`src/rtl/jkvt_pkg.sv`:
```
package jkvt_pkg;

	typedef enum logic [1:0] {
		RK_PAIR   = 2'd0,
		RK_ACCEPT = 2'd1,
		RK_FAIL   = 2'd2,
		RK_EMPTY  = 2'd3
	} result_kind_t;

	typedef enum logic [2:0] {
		VK_NULL   = 3'd0,
		VK_BOOL   = 3'd1,
		VK_INT    = 3'd2,
		VK_DOUBLE = 3'd3,
		VK_STRING = 3'd4
	} value_kind_t;

	localparam logic [7:0] CH_LBRACE = 8'h7B;
	localparam logic [7:0] CH_RBRACE = 8'h7D;
	localparam logic [7:0] CH_LBRACK = 8'h5B;
	localparam logic [7:0] CH_RBRACK = 8'h5D;
	localparam logic [7:0] CH_COLON  = 8'h3A;
	localparam logic [7:0] CH_COMMA  = 8'h2C;
	localparam logic [7:0] CH_BSLASH = 8'h5C;
	localparam logic [7:0] CH_QUOTE  = 8'h22;
	localparam logic [7:0] CH_NL     = 8'h0A;

	function automatic logic [7:0] lit_char(input logic [1:0] li, input logic [2:0] k);
		logic [7:0] c;
		c = 8'h00;
		case (li)
			2'd0: case (k)
				3'd0: c = "n"; 3'd1: c = "u"; 3'd2: c = "l"; 3'd3: c = "l";
				default: c = 8'h00;
			endcase
			2'd1: case (k)
				3'd0: c = "t"; 3'd1: c = "r"; 3'd2: c = "u"; 3'd3: c = "e";
				default: c = 8'h00;
			endcase
			2'd2: case (k)
				3'd0: c = "f"; 3'd1: c = "a"; 3'd2: c = "l"; 3'd3: c = "s";
				3'd4: c = "e";
				default: c = 8'h00;
			endcase
			default: c = 8'h00;
		endcase
		return c;
	endfunction

endpackage

```
`src/rtl/jsonl_key_value_tokenizer.sv`:
```
// JSON-lines flat-object tokenizer.
// in channel: in_valid/in_ready with data_byte and end_of_buffer, one byte per
// request. out channel: out_valid/out_ready, one result per request.
// The front stage classifies each byte combinationally and registers zero, one or
// two results in a single-entry queue; the back stage moves them one per cycle,
// while out_ready allows, into a registered output stage. A byte is taken every
// cycle unless the queue holds results not yet moved out, so a byte producing two
// results holds off the next byte until its second result is moved out.
// A result passes through the queue register and then the output register.
// Reset clears the parse state and byte offset; no result is pending.
// When out_ready is low the output stage holds its result, the queue fills
// behind it and in_ready drops.
// After a byte flagged end_of_buffer all parse state returns to reset and
// the next byte is offset zero.
module jsonl_key_value_tokenizer #(
	parameter int OFFSET_BITS = 32,
	parameter int DEPTH_BITS  = 16
) (
	input  logic        clk,
	input  logic        arst_n,
	input  logic        in_valid,
	output logic        in_ready,
	input  logic [7:0]  data_byte,
	input  logic        end_of_buffer,
	output logic        out_valid,
	input  logic        out_ready,
	output logic [1:0]  result_kind,
	output logic [31:0] key_offset,
	output logic [31:0] key_length,
	output logic [31:0] value_offset,
	output logic [31:0] value_length,
	output logic [2:0]  value_kind,
	output logic        value_escaped,
	output logic        last_of_run
);

	logic                   rec_valid, rec_ready, rec0_esc;
	logic [1:0]             rec_n, rec0_kind, rec1_kind;
	logic [OFFSET_BITS-1:0] rec0_ko, rec0_kl, rec0_vo, rec0_vl;
	logic [2:0]             rec0_vk;

	jkvt_parser #(.OFFSET_BITS(OFFSET_BITS), .DEPTH_BITS(DEPTH_BITS)) u_parser (
		.clk, .arst_n, .in_valid, .in_ready, .in_byte(data_byte), .in_eob(end_of_buffer),
		.rec_valid, .rec_ready, .rec_n, .rec0_kind, .rec0_ko, .rec0_kl, .rec0_vo,
		.rec0_vl, .rec0_vk, .rec0_esc, .rec1_kind
	);

	jkvt_emitter #(.OFFSET_BITS(OFFSET_BITS)) u_emitter (
		.clk, .arst_n, .rec_valid, .rec_ready, .rec_n, .rec0_kind, .rec0_ko, .rec0_kl,
		.rec0_vo, .rec0_vl, .rec0_vk, .rec0_esc, .rec1_kind, .out_valid, .out_ready,
		.result_kind, .key_offset, .key_length, .value_offset, .value_length,
		.value_kind, .value_escaped, .last_of_run
	);

endmodule

```
`src/rtl/jkvt_parser.sv`:
```
module jkvt_parser #(
	parameter int OFFSET_BITS = 32,
	parameter int DEPTH_BITS  = 16
) (
	input  logic                   clk,
	input  logic                   arst_n,
	input  logic                   in_valid,
	output logic                   in_ready,
	input  logic [7:0]             in_byte,
	input  logic                   in_eob,
	output logic                   rec_valid,
	input  logic                   rec_ready,
	output logic [1:0]             rec_n,
	output logic [1:0]             rec0_kind,
	output logic [OFFSET_BITS-1:0] rec0_ko,
	output logic [OFFSET_BITS-1:0] rec0_kl,
	output logic [OFFSET_BITS-1:0] rec0_vo,
	output logic [OFFSET_BITS-1:0] rec0_vl,
	output logic [2:0]             rec0_vk,
	output logic                   rec0_esc,
	output logic [1:0]             rec1_kind
);

	typedef enum logic [3:0] {
		PH_LINE, PH_SKIP, PH_KEY, PH_KEY_STR, PH_COLON, PH_VALUE,
		PH_LIT_NULL, PH_LIT_TRUE, PH_LIT_FALSE, PH_VAL_STR,
		PH_NUM_INT, PH_NUM_FRAC, PH_NUM_EXP_SIGN, PH_NUM_EXP,
		PH_NEST, PH_AFTER
	} phase_t;

	localparam logic [DEPTH_BITS-1:0] DEPTH_MAX = '1;
	localparam logic [OFFSET_BITS-1:0] ONE = OFFSET_BITS'(1);

	phase_t                  ph_q, ph_d;
	logic [OFFSET_BITS-1:0]  pos_q, pko_q, pkl_q, pvo_q;
	logic [OFFSET_BITS-1:0]  pko_d, pkl_d, pvo_d;
	logic [2:0]              lmi_q, lmi_d;
	logic [DEPTH_BITS-1:0]   nd_q, nd_d;
	logic                    sq_q, sq_d, ep_q, ep_d, es_q, es_d, dbl_q, dbl_d;

	logic [1:0]              n;
	logic [1:0]              k0, k1;
	logic [OFFSET_BITS-1:0]  vo, vl;
	logic [2:0]              vk;
	logic                    esc;
	logic                    ws, dig, fire;
	logic [1:0]              li;
	logic [7:0]              b;

	assign b    = in_byte;
	assign ws   = (b == " ") || (b == 8'h09) || (b == 8'h0D);
	assign dig  = (b >= "0") && (b <= "9");
	assign in_ready = !rec_valid || rec_ready;
	assign fire = in_valid && in_ready;
	assign li   = 2'(ph_q - PH_LIT_NULL);

	always_comb begin
		logic do_after, num_end, pair;
		ph_d = ph_q; pko_d = pko_q; pkl_d = pkl_q; pvo_d = pvo_q;
		lmi_d = lmi_q; nd_d = nd_q; sq_d = sq_q; ep_d = ep_q; es_d = es_q; dbl_d = dbl_q;
		n = 2'd0; k0 = jkvt_pkg::RK_PAIR; k1 = jkvt_pkg::RK_PAIR;
		vo = '0; vl = '0; vk = jkvt_pkg::VK_NULL; esc = 1'b0;
		do_after = 1'b0; num_end = 1'b0; pair = 1'b0;
		case (ph_q)
			PH_LINE: if (!ws) begin
				if (b == jkvt_pkg::CH_LBRACE) ph_d = PH_KEY;
				else begin n = 2'd1; k0 = jkvt_pkg::RK_FAIL;
					ph_d = (b == jkvt_pkg::CH_NL) ? PH_LINE : PH_SKIP; end
			end
			PH_SKIP: if (b == jkvt_pkg::CH_NL) ph_d = PH_LINE;
			PH_KEY: if (!ws) begin
				if (b == jkvt_pkg::CH_RBRACE) begin
					n = 2'd1; k0 = jkvt_pkg::RK_ACCEPT; ph_d = PH_SKIP;
				end else if (b == jkvt_pkg::CH_QUOTE) begin
					pko_d = pos_q + ONE; ep_d = 1'b0; ph_d = PH_KEY_STR;
				end else begin n = 2'd1; k0 = jkvt_pkg::RK_FAIL;
					ph_d = (b == jkvt_pkg::CH_NL) ? PH_LINE : PH_SKIP; end
			end
			PH_KEY_STR: begin
				if (ep_q) ep_d = 1'b0;
				else if (b == jkvt_pkg::CH_BSLASH) ep_d = 1'b1;
				else if (b == jkvt_pkg::CH_QUOTE) begin
					pkl_d = pos_q - pko_q; ph_d = PH_COLON;
				end
			end
			PH_COLON: if (!ws) begin
				if (b == jkvt_pkg::CH_COLON) ph_d = PH_VALUE;
				else begin n = 2'd1; k0 = jkvt_pkg::RK_FAIL;
					ph_d = (b == jkvt_pkg::CH_NL) ? PH_LINE : PH_SKIP; end
			end
			PH_VALUE: if (!ws) begin
				pvo_d = pos_q; lmi_d = 3'd1; es_d = 1'b0; ep_d = 1'b0; dbl_d = 1'b0;
				if (b == "n") ph_d = PH_LIT_NULL;
				else if (b == "t") ph_d = PH_LIT_TRUE;
				else if (b == "f") ph_d = PH_LIT_FALSE;
				else if (b == jkvt_pkg::CH_QUOTE) begin
					pvo_d = pos_q + ONE; ph_d = PH_VAL_STR;
				end else if (b == "-" || b == "+" || dig) ph_d = PH_NUM_INT;
				else if (b == jkvt_pkg::CH_LBRACK || b == jkvt_pkg::CH_LBRACE) begin
					nd_d = DEPTH_BITS'(1); sq_d = (b == jkvt_pkg::CH_LBRACK);
					ph_d = PH_NEST;
				end else begin n = 2'd1; k0 = jkvt_pkg::RK_FAIL;
					ph_d = (b == jkvt_pkg::CH_NL) ? PH_LINE : PH_SKIP; end
			end
			PH_LIT_NULL, PH_LIT_TRUE, PH_LIT_FALSE: begin
				if (lmi_q < 3'd6 && b == jkvt_pkg::lit_char(li, lmi_q)) begin
					lmi_d = lmi_q + 3'd1;
					if (lmi_d >= ((li == 2'd2) ? 3'd5 : 3'd4)) begin
						n = 2'd1; pair = 1'b1;
						if (li != 2'd0) begin
							vo = pvo_q; vl = (li == 2'd2) ? OFFSET_BITS'(5) : OFFSET_BITS'(4);
							vk = jkvt_pkg::VK_BOOL;
						end
						lmi_d = 3'd0; ph_d = PH_AFTER;
					end
				end else begin n = 2'd1; k0 = jkvt_pkg::RK_FAIL;
					ph_d = (b == jkvt_pkg::CH_NL) ? PH_LINE : PH_SKIP; end
			end
			PH_VAL_STR: begin
				if (ep_q) ep_d = 1'b0;
				else if (b == jkvt_pkg::CH_BSLASH) begin ep_d = 1'b1; es_d = 1'b1; end
				else if (b == jkvt_pkg::CH_QUOTE) begin
					n = 2'd1; pair = 1'b1; vo = pvo_q; vl = pos_q - pvo_q;
					vk = jkvt_pkg::VK_STRING; esc = es_q; ph_d = PH_AFTER;
				end
			end
			PH_NUM_INT: if (!dig) begin
				if (b == ".") begin dbl_d = 1'b1; ph_d = PH_NUM_FRAC; end
				else if (b == "e" || b == "E") begin dbl_d = 1'b1; ph_d = PH_NUM_EXP_SIGN; end
				else num_end = 1'b1;
			end
			PH_NUM_FRAC: if (!dig) begin
				if (b == "e" || b == "E") ph_d = PH_NUM_EXP_SIGN;
				else num_end = 1'b1;
			end
			PH_NUM_EXP_SIGN: begin
				if (b == "+" || b == "-" || dig) ph_d = PH_NUM_EXP;
				else num_end = 1'b1;
			end
			PH_NUM_EXP: if (!dig) num_end = 1'b1;
			PH_NEST: begin
				if (b == (sq_q ? jkvt_pkg::CH_LBRACK : jkvt_pkg::CH_LBRACE)) begin
					if (nd_q < DEPTH_MAX) nd_d = nd_q + DEPTH_BITS'(1);
				end else if (b == (sq_q ? jkvt_pkg::CH_RBRACK : jkvt_pkg::CH_RBRACE)) begin
					if (nd_q > '0) nd_d = nd_q - DEPTH_BITS'(1);
					if (nd_d == '0) begin n = 2'd1; pair = 1'b1; ph_d = PH_AFTER; end
				end
			end
			PH_AFTER: do_after = 1'b1;
			default: ph_d = PH_LINE;
		endcase
		if (num_end) begin
			n = 2'd1; pair = 1'b1; vo = pvo_q; vl = pos_q - pvo_q;
			vk = dbl_q ? jkvt_pkg::VK_DOUBLE : jkvt_pkg::VK_INT;
			ph_d = PH_AFTER; do_after = 1'b1;
		end
		if (do_after && !ws) begin
			if (b == jkvt_pkg::CH_COMMA) ph_d = PH_KEY;
			else if (b == jkvt_pkg::CH_RBRACE) begin
				if (n == 2'd0) k0 = jkvt_pkg::RK_ACCEPT; else k1 = jkvt_pkg::RK_ACCEPT;
				n = n + 2'd1; ph_d = PH_SKIP;
			end else begin
				if (n == 2'd0) k0 = jkvt_pkg::RK_FAIL; else k1 = jkvt_pkg::RK_FAIL;
				n = n + 2'd1; ph_d = (b == jkvt_pkg::CH_NL) ? PH_LINE : PH_SKIP;
			end
		end
		if (in_eob) begin
			if (ph_d == PH_LINE || ph_d == PH_SKIP) begin
				if (n == 2'd0) begin n = 2'd1; k0 = jkvt_pkg::RK_EMPTY; end
			end else if (ph_d == PH_NUM_INT || ph_d == PH_NUM_FRAC ||
					ph_d == PH_NUM_EXP_SIGN || ph_d == PH_NUM_EXP) begin
				if (n == 2'd0) begin
					n = 2'd1; pair = 1'b1; vo = pvo_d; vl = pos_q + ONE - pvo_d;
					vk = dbl_d ? jkvt_pkg::VK_DOUBLE : jkvt_pkg::VK_INT;
				end
				if (n == 2'd1) begin k1 = jkvt_pkg::RK_FAIL; n = 2'd2; end
			end else begin
				if (n == 2'd0) k0 = jkvt_pkg::RK_FAIL; else if (n == 2'd1) k1 = jkvt_pkg::RK_FAIL;
				if (n != 2'd2) n = n + 2'd1;
			end
		end
		if (!pair) esc = 1'b0;
	end

	always_ff @(posedge clk or negedge arst_n) begin
		if (!arst_n) begin
			ph_q <= PH_LINE; pos_q <= '0; pko_q <= '0; pkl_q <= '0; pvo_q <= '0;
			lmi_q <= '0; nd_q <= '0; sq_q <= 1'b0; ep_q <= 1'b0; es_q <= 1'b0;
			dbl_q <= 1'b0; rec_valid <= 1'b0;
		end else begin
			if (fire) begin
				if (in_eob) begin
					ph_q <= PH_LINE; pos_q <= '0; pko_q <= '0; pkl_q <= '0; pvo_q <= '0;
					lmi_q <= '0; nd_q <= '0; sq_q <= 1'b0; ep_q <= 1'b0;
					es_q <= 1'b0; dbl_q <= 1'b0;
				end else begin
					ph_q <= ph_d; pos_q <= pos_q + ONE; pko_q <= pko_d; pkl_q <= pkl_d;
					pvo_q <= pvo_d; lmi_q <= lmi_d; nd_q <= nd_d; sq_q <= sq_d;
					ep_q <= ep_d; es_q <= es_d; dbl_q <= dbl_d;
				end
				rec_valid <= (n != 2'd0);
			end else if (rec_valid && rec_ready) begin
				rec_valid <= 1'b0;
			end
		end
	end

	always_ff @(posedge clk) begin
		if (fire) begin
			rec_n <= n; rec0_kind <= k0; rec1_kind <= k1;
			rec0_ko <= (k0 == jkvt_pkg::RK_PAIR) ? pko_q : '0;
			rec0_kl <= (k0 == jkvt_pkg::RK_PAIR) ? pkl_q : '0;
			rec0_vo <= vo; rec0_vl <= vl; rec0_vk <= vk; rec0_esc <= esc;
		end
	end

endmodule

```
`src/rtl/jkvt_emitter.sv`:
```
module jkvt_emitter #(
	parameter int OFFSET_BITS = 32
) (
	input  logic                   clk,
	input  logic                   arst_n,
	input  logic                   rec_valid,
	output logic                   rec_ready,
	input  logic [1:0]             rec_n,
	input  logic [1:0]             rec0_kind,
	input  logic [OFFSET_BITS-1:0] rec0_ko,
	input  logic [OFFSET_BITS-1:0] rec0_kl,
	input  logic [OFFSET_BITS-1:0] rec0_vo,
	input  logic [OFFSET_BITS-1:0] rec0_vl,
	input  logic [2:0]             rec0_vk,
	input  logic                   rec0_esc,
	input  logic [1:0]             rec1_kind,
	output logic                   out_valid,
	input  logic                   out_ready,
	output logic [1:0]             result_kind,
	output logic [31:0]            key_offset,
	output logic [31:0]            key_length,
	output logic [31:0]            value_offset,
	output logic [31:0]            value_length,
	output logic [2:0]             value_kind,
	output logic                   value_escaped,
	output logic                   last_of_run
);

	logic idx_q;
	logic last;
	logic room;
	logic take;

	assign last = (rec_n == 2'd1) || idx_q;
	assign room = !out_valid || out_ready;
	assign take = rec_valid && room;
	assign rec_ready = room && last;

	always_ff @(posedge clk or negedge arst_n) begin
		if (!arst_n) begin
			idx_q <= 1'b0;
			out_valid <= 1'b0;
		end else if (take) begin
			idx_q <= !last;
			out_valid <= 1'b1;
		end else if (out_ready) begin
			out_valid <= 1'b0;
		end
	end

	always_ff @(posedge clk) begin
		if (take) begin
			last_of_run <= last;
			if (idx_q) begin
				result_kind <= rec1_kind;
				key_offset <= '0; key_length <= '0; value_offset <= '0; value_length <= '0;
				value_kind <= jkvt_pkg::VK_NULL; value_escaped <= 1'b0;
			end else begin
				result_kind <= rec0_kind;
				key_offset <= 32'(rec0_ko); key_length <= 32'(rec0_kl);
				value_offset <= 32'(rec0_vo); value_length <= 32'(rec0_vl);
				value_kind <= rec0_vk; value_escaped <= rec0_esc;
			end
		end
	end

endmodule
```
`config.mk`:
```
export PLATFORM = sky130hd
export DESIGN_NAME = jsonl_key_value_tokenizer
export DESIGN_NICKNAME = d
export VERILOG_FILES = /design/src/rtl/jkvt_pkg.sv /design/src/rtl/jsonl_key_value_tokenizer.sv /design/src/rtl/jkvt_parser.sv /design/src/rtl/jkvt_emitter.sv
export SDC_FILE = /design/constraint.sdc
export NUM_CORES = 1
export LEC_CHECK = 0
export BUFFER_PORTS_ARGS = -buffer_cell sky130_fd_sc_hd__clkbuf_2
export CAP_MARGIN = 40
export CORE_ASPECT_RATIO = 0.8
export CORE_MARGIN = 1
export CORE_UTILIZATION = 40
export CTS_CLUSTER_SIZE = 14
export DETAILED_ROUTE_END_ITERATION = 7
export PLACE_DENSITY_LB_ADDON = 0.05
export SYNTH_ARGS = -nofsm -noshare
export SYNTH_HDL_FRONTEND = slang
export SYNTH_SLANG_ARGS = --single-unit
```
`constraint.sdc`:
```
create_clock -name clk -period 5.9 [get_ports clk]
set_input_delay 0.59 -clock clk [delete_from_list [all_inputs] [get_ports clk]]
set_output_delay 0.59 -clock clk [all_outputs]
set_load 0.1 [all_outputs]
```
==> flow_summary.yaml <==
cts:
  clkLatencyLatePin_ns: 0.62
  cts-buffers-inserted: 48
  cts-root-buf: "clkbuf_16"
  cts_tree: "built"
  path_clk_slew_ns: 0.06
  htreeDepth: 2
  clock_sinks: 431
  clk_path_buf_depth: 3
routing:
  vias_per_cell: 5.52
  ant_nets: 0
  drc: 0
  vias: 19200
  wl_per_cell_um: 20.3
  drtPass1Iterations: 5
  drt_wl_total_mm: 70.4
  drt_iter0_drc: 1398
timing:
  finalCriticalPeriod_ns: 5.41
  fin_worst_skew_ns: 0.0227
  finalSetupViolCount: 0
  rsz0062_at_grt: "false"
  max_freq_mhz: 185
  fin_crit_sh_pct: 91.6
  fin_tns_setup_ns: 0
  holdWs_ns: 0.283
  slew_headroom_pct: 42.6
  drv_slew: 0
  tightest_slew_ns: 0.860
  timing.final.hold_violations: 0
critical_path:
  end_kind: "flip-flop"
  rrSetupSlack_ns: 0.49
  crit_slowest_cell: "dfrtp_1"
  cp_cell_sequence: "ha_1 -> nand3_1 -> or2_1 -> nor2_1 -> nand2_1 -> nor2_1 -> nand3_1 -> nor2_1 -> xor2_1 -> mux2i_1 -> ha_1 -> a21o_1 -> a21o_1 -> a21oi_1 -> nor2b_1 -> nor4_1 -> o211ai_1 -> buf_4 -> buf_4 -> a311oi_1 -> o21bai_1 -> or2_2 -> a32o_1"
  required_ns: 6.26
  r2r_start: "u_parser.pos_q[0]"
  critical_path_buf_inv_count: 2
  worst_path_most_repeated_cell: "nor2_1"
  start_kind: "flip-flop"
  critPathArrivalTime_ns: 5.76
  max_stage_delay_ns: 0.50
  crit_start: "u_parser.pos_q[0]"
  crit_fanout: 7
  crit_type: "flip-flop to flip-flop"
  crit_family: "simple AND/OR/NAND/NOR gates"
cells_and_area:
  area_growth_pct: 14.1
  fillers: 5827
  num-nets-final: 2730
  final_cell_mix: "273 x edfxtp_1, 226 x nand2_1, 163 x o21ai_0"
  fin_area_sq_mm: 0.0282
  stdcell_count: 3477
  layout_commonest_cell: "edfxtp_1"
  final_util_pct: 46.2
  drive_above_1_share_pct: 13.2
  n_antenna_cell: 0
status:
  status: "finished clean"
place:
  gp_congestion: 0.917
  dp_hpwl_mm: 51.2
  portBuffers: 149
  dp.cells: 3385
  place_area_sq_mm: 0.0266
global_routing:
  grt_usage_pct: 22.3
  antenna_found_initial: 1
  grt_start_max_net_pins: 92
  grt_pass1_vias: 18300
  grt_pass1_wl_mm: 109
  grt.overflow.total: 0
logic_synthesis:
  syn_nets: 2594
  ys_types: 99
  yosys_warnings: 0
  syn_inst: 2471
  synth_edf_count: 273
  netlist_area_sq_mm: 0.0247
  synth_top_area_share_pct: 33.1
  synth_top_flop_cell: "edfxtp_1"
  synth-seq-cells: 431
  yosysSeqAreaShare_pct: 49.1
  syn_area_per_cell_sq_um: 10.0
  synth_area_leaders: "edfxtp_1 33%, dfrtp_1 16%, ha_1 5.4%"
  yosys.area.top_type: "edfxtp_1"
  async_flop_share_pct: 36.7
floorplanning:
  die_h_um: 224
  boundaryPins: 150
  chipWidth_um: 280
  core_area_sq_mm: 0.0611
  initial_core_util_pct: 40.5
  num_rows: 81
  die-area_sq_mm: 0.0629
job:
  maxCapViolCount: 0
worst_hold_path:
  worst_hold_startpoint: "in_valid"
  min_path_type: "primary input to flip-flop"
pwr:
  p_leak_uw: 0.0112
  power_density_mw_per_mm2: 528
  vdd_drop_max_uv: 361
-- registers in the layout, summed over array words and instances, names as in the netlist, 2 cells and up --
name	count
u_emitter.value_length	32
u_parser.rec0_vk	3
u_parser.rec_n	2
u_emitter.key_offset	32
u_emitter.value_kind	3
u_emitter.key_length	32
u_parser.rec0_kl	32
u_parser.rec0_kind	2
u_emitter.result_kind	2
u_parser.pos_q	32
u_parser.pvo_q	32
u_parser.rec0_ko	32
u_parser.rec1_kind	2
u_parser.ph_q	4
u_parser.pkl_q	32
u_parser.rec0_vo	32
u_parser.pko_q	32
u_emitter.value_offset	32
u_parser.rec0_vl	32
u_parser.lmi_q	3
u_parser.nd_q	16
-- power by group --
part / switching, uW / total (uW) / leakage (uW) / internal, uW
combinational: 5320 / 7280 / 0.00555 / 1960
clock: 1350 / 3130 / 0.000790 / 1780
sequential: 401 / 4490 / 0.00484 / 4080
-- worst reg2reg max path: stages (launching register included) --
cell and delay [ns]:
dfrtp_1 0.50, ha_1 0.27, nand3_1 0.14, or2_1 0.38
nor2_1 0.21, nand2_1 0.15, nor2_1 0.30, nand3_1 0.14
nor2_1 0.15, xor2_1 0.09, mux2i_1 0.28, ha_1 0.35
a21o_1 0.18, a21o_1 0.16, a21oi_1 0.14, nor2b_1 0.07
nor4_1 0.26, o211ai_1 0.15, buf_4 0.18, buf_4 0.14
a311oi_1 0.30, o21bai_1 0.11, or2_2 0.28, a32o_1 0.24
-- Yosys cell counts, types with 9 or more instances --
cell / count
nor4_1: 15
xor2_1: 62
o211ai_1: 18
nor2_1: 124
a21oi_1: 124
xnor2_1: 78
and2_1: 81
nand2_1: 229
o21bai_1: 11
nor3b_1: 9
inv_1: 135
mux2i_1: 11
clkbuf_1: 103
edfxtp_1: 273
nand4_1: 18
nor3_1: 61
and3_1: 29
nand3_1: 41
ha_1: 107
a32o_1: 20
o21ai_1: 38
a21o_1: 46
dfrtp_1: 158
or3_1: 24
o21ai_0: 164
a31oi_1: 15
o31ai_1: 25
o22ai_1: 51
nand2b_1: 28
a22o_1: 20
buf_2: 15
o21a_1: 16
nor2b_1: 152
-- cell type report --
| cell class | count | area, sq um | area share [%] |
|---|---|---|---|
| clock buffer | 63 | 1320 | 4.67 |
| clock inverter | 27 | 327 | 1.16 |
| inverter | 138 | 523 | 1.85 |
| multi-input combinational | 1766 | 11500 | 40.7 |
| sequential | 431 | 12200 | 43.1 |
| tap | 830 | 1040 | 3.68 |
| timing repair buffer | 222 | 1370 | 4.84 |
-- stage by stage --
| step | total power [uW] | worst slack (ns) |
|---|---|---|
| floorplan | 10300 | 0.453 |
| global route | 15700 | 0.103 |
| finish | 14900 | 0.495 |
| CTS | 15000 | 0.474 |
| detailed placement | 11800 | 0.438 |
| global placement | 11800 | 0.476 |
-- worst paths after layout --
| path | end | cells past startpoint |
|---|---|---|
| worst max-delay path | u_parser.rec0_vl[27] | 23 |
| worst min-delay path | u_parser.rec_valid | 3 |
| worst max register to register | u_parser.rec0_vl[27] | 23 |
| worst min register to register | u_parser.pkl_q[16] | 2 |
| max in group asynchronous | u_emitter.idx_q | 3 |
| min in group asynchronous | u_parser.pvo_q[30] | 2 |
-- routing by layer --
layer	vias up	track usage (%)	routed length (um)
li1	9175	-	-
met1	9398	31.7	32800
met2	501	35.4	32100
met3	101	3.06	3610
met4	2	6.65	1840
met5	-	0	13
-- timing repair --
action,4_1_cts,5_1_grt
hold endpoints to repair,55,0
setup endpoints to repair,0,1
hold buffers,1,0
resized for setup,0,0
buffers inserted,0,1
-- cells by family after synthesis --
| family | Yosys count | synth area share [%] |
|---|---|---|
| muxes | 16 | 0.673 |
| xor gates and xnor gates | 141 | 5.07 |
| DFF | 431 | 49.1 |
| adders and majority gates | 110 | 5.65 |
| buffers and inverters | 274 | 4.52 |
| and+or+nand+nor | 862 | 18.4 |
| AOI/OAI and AO/OA | 637 | 16.6 |
Note: power is estimated with default switching activity, not from simulation.
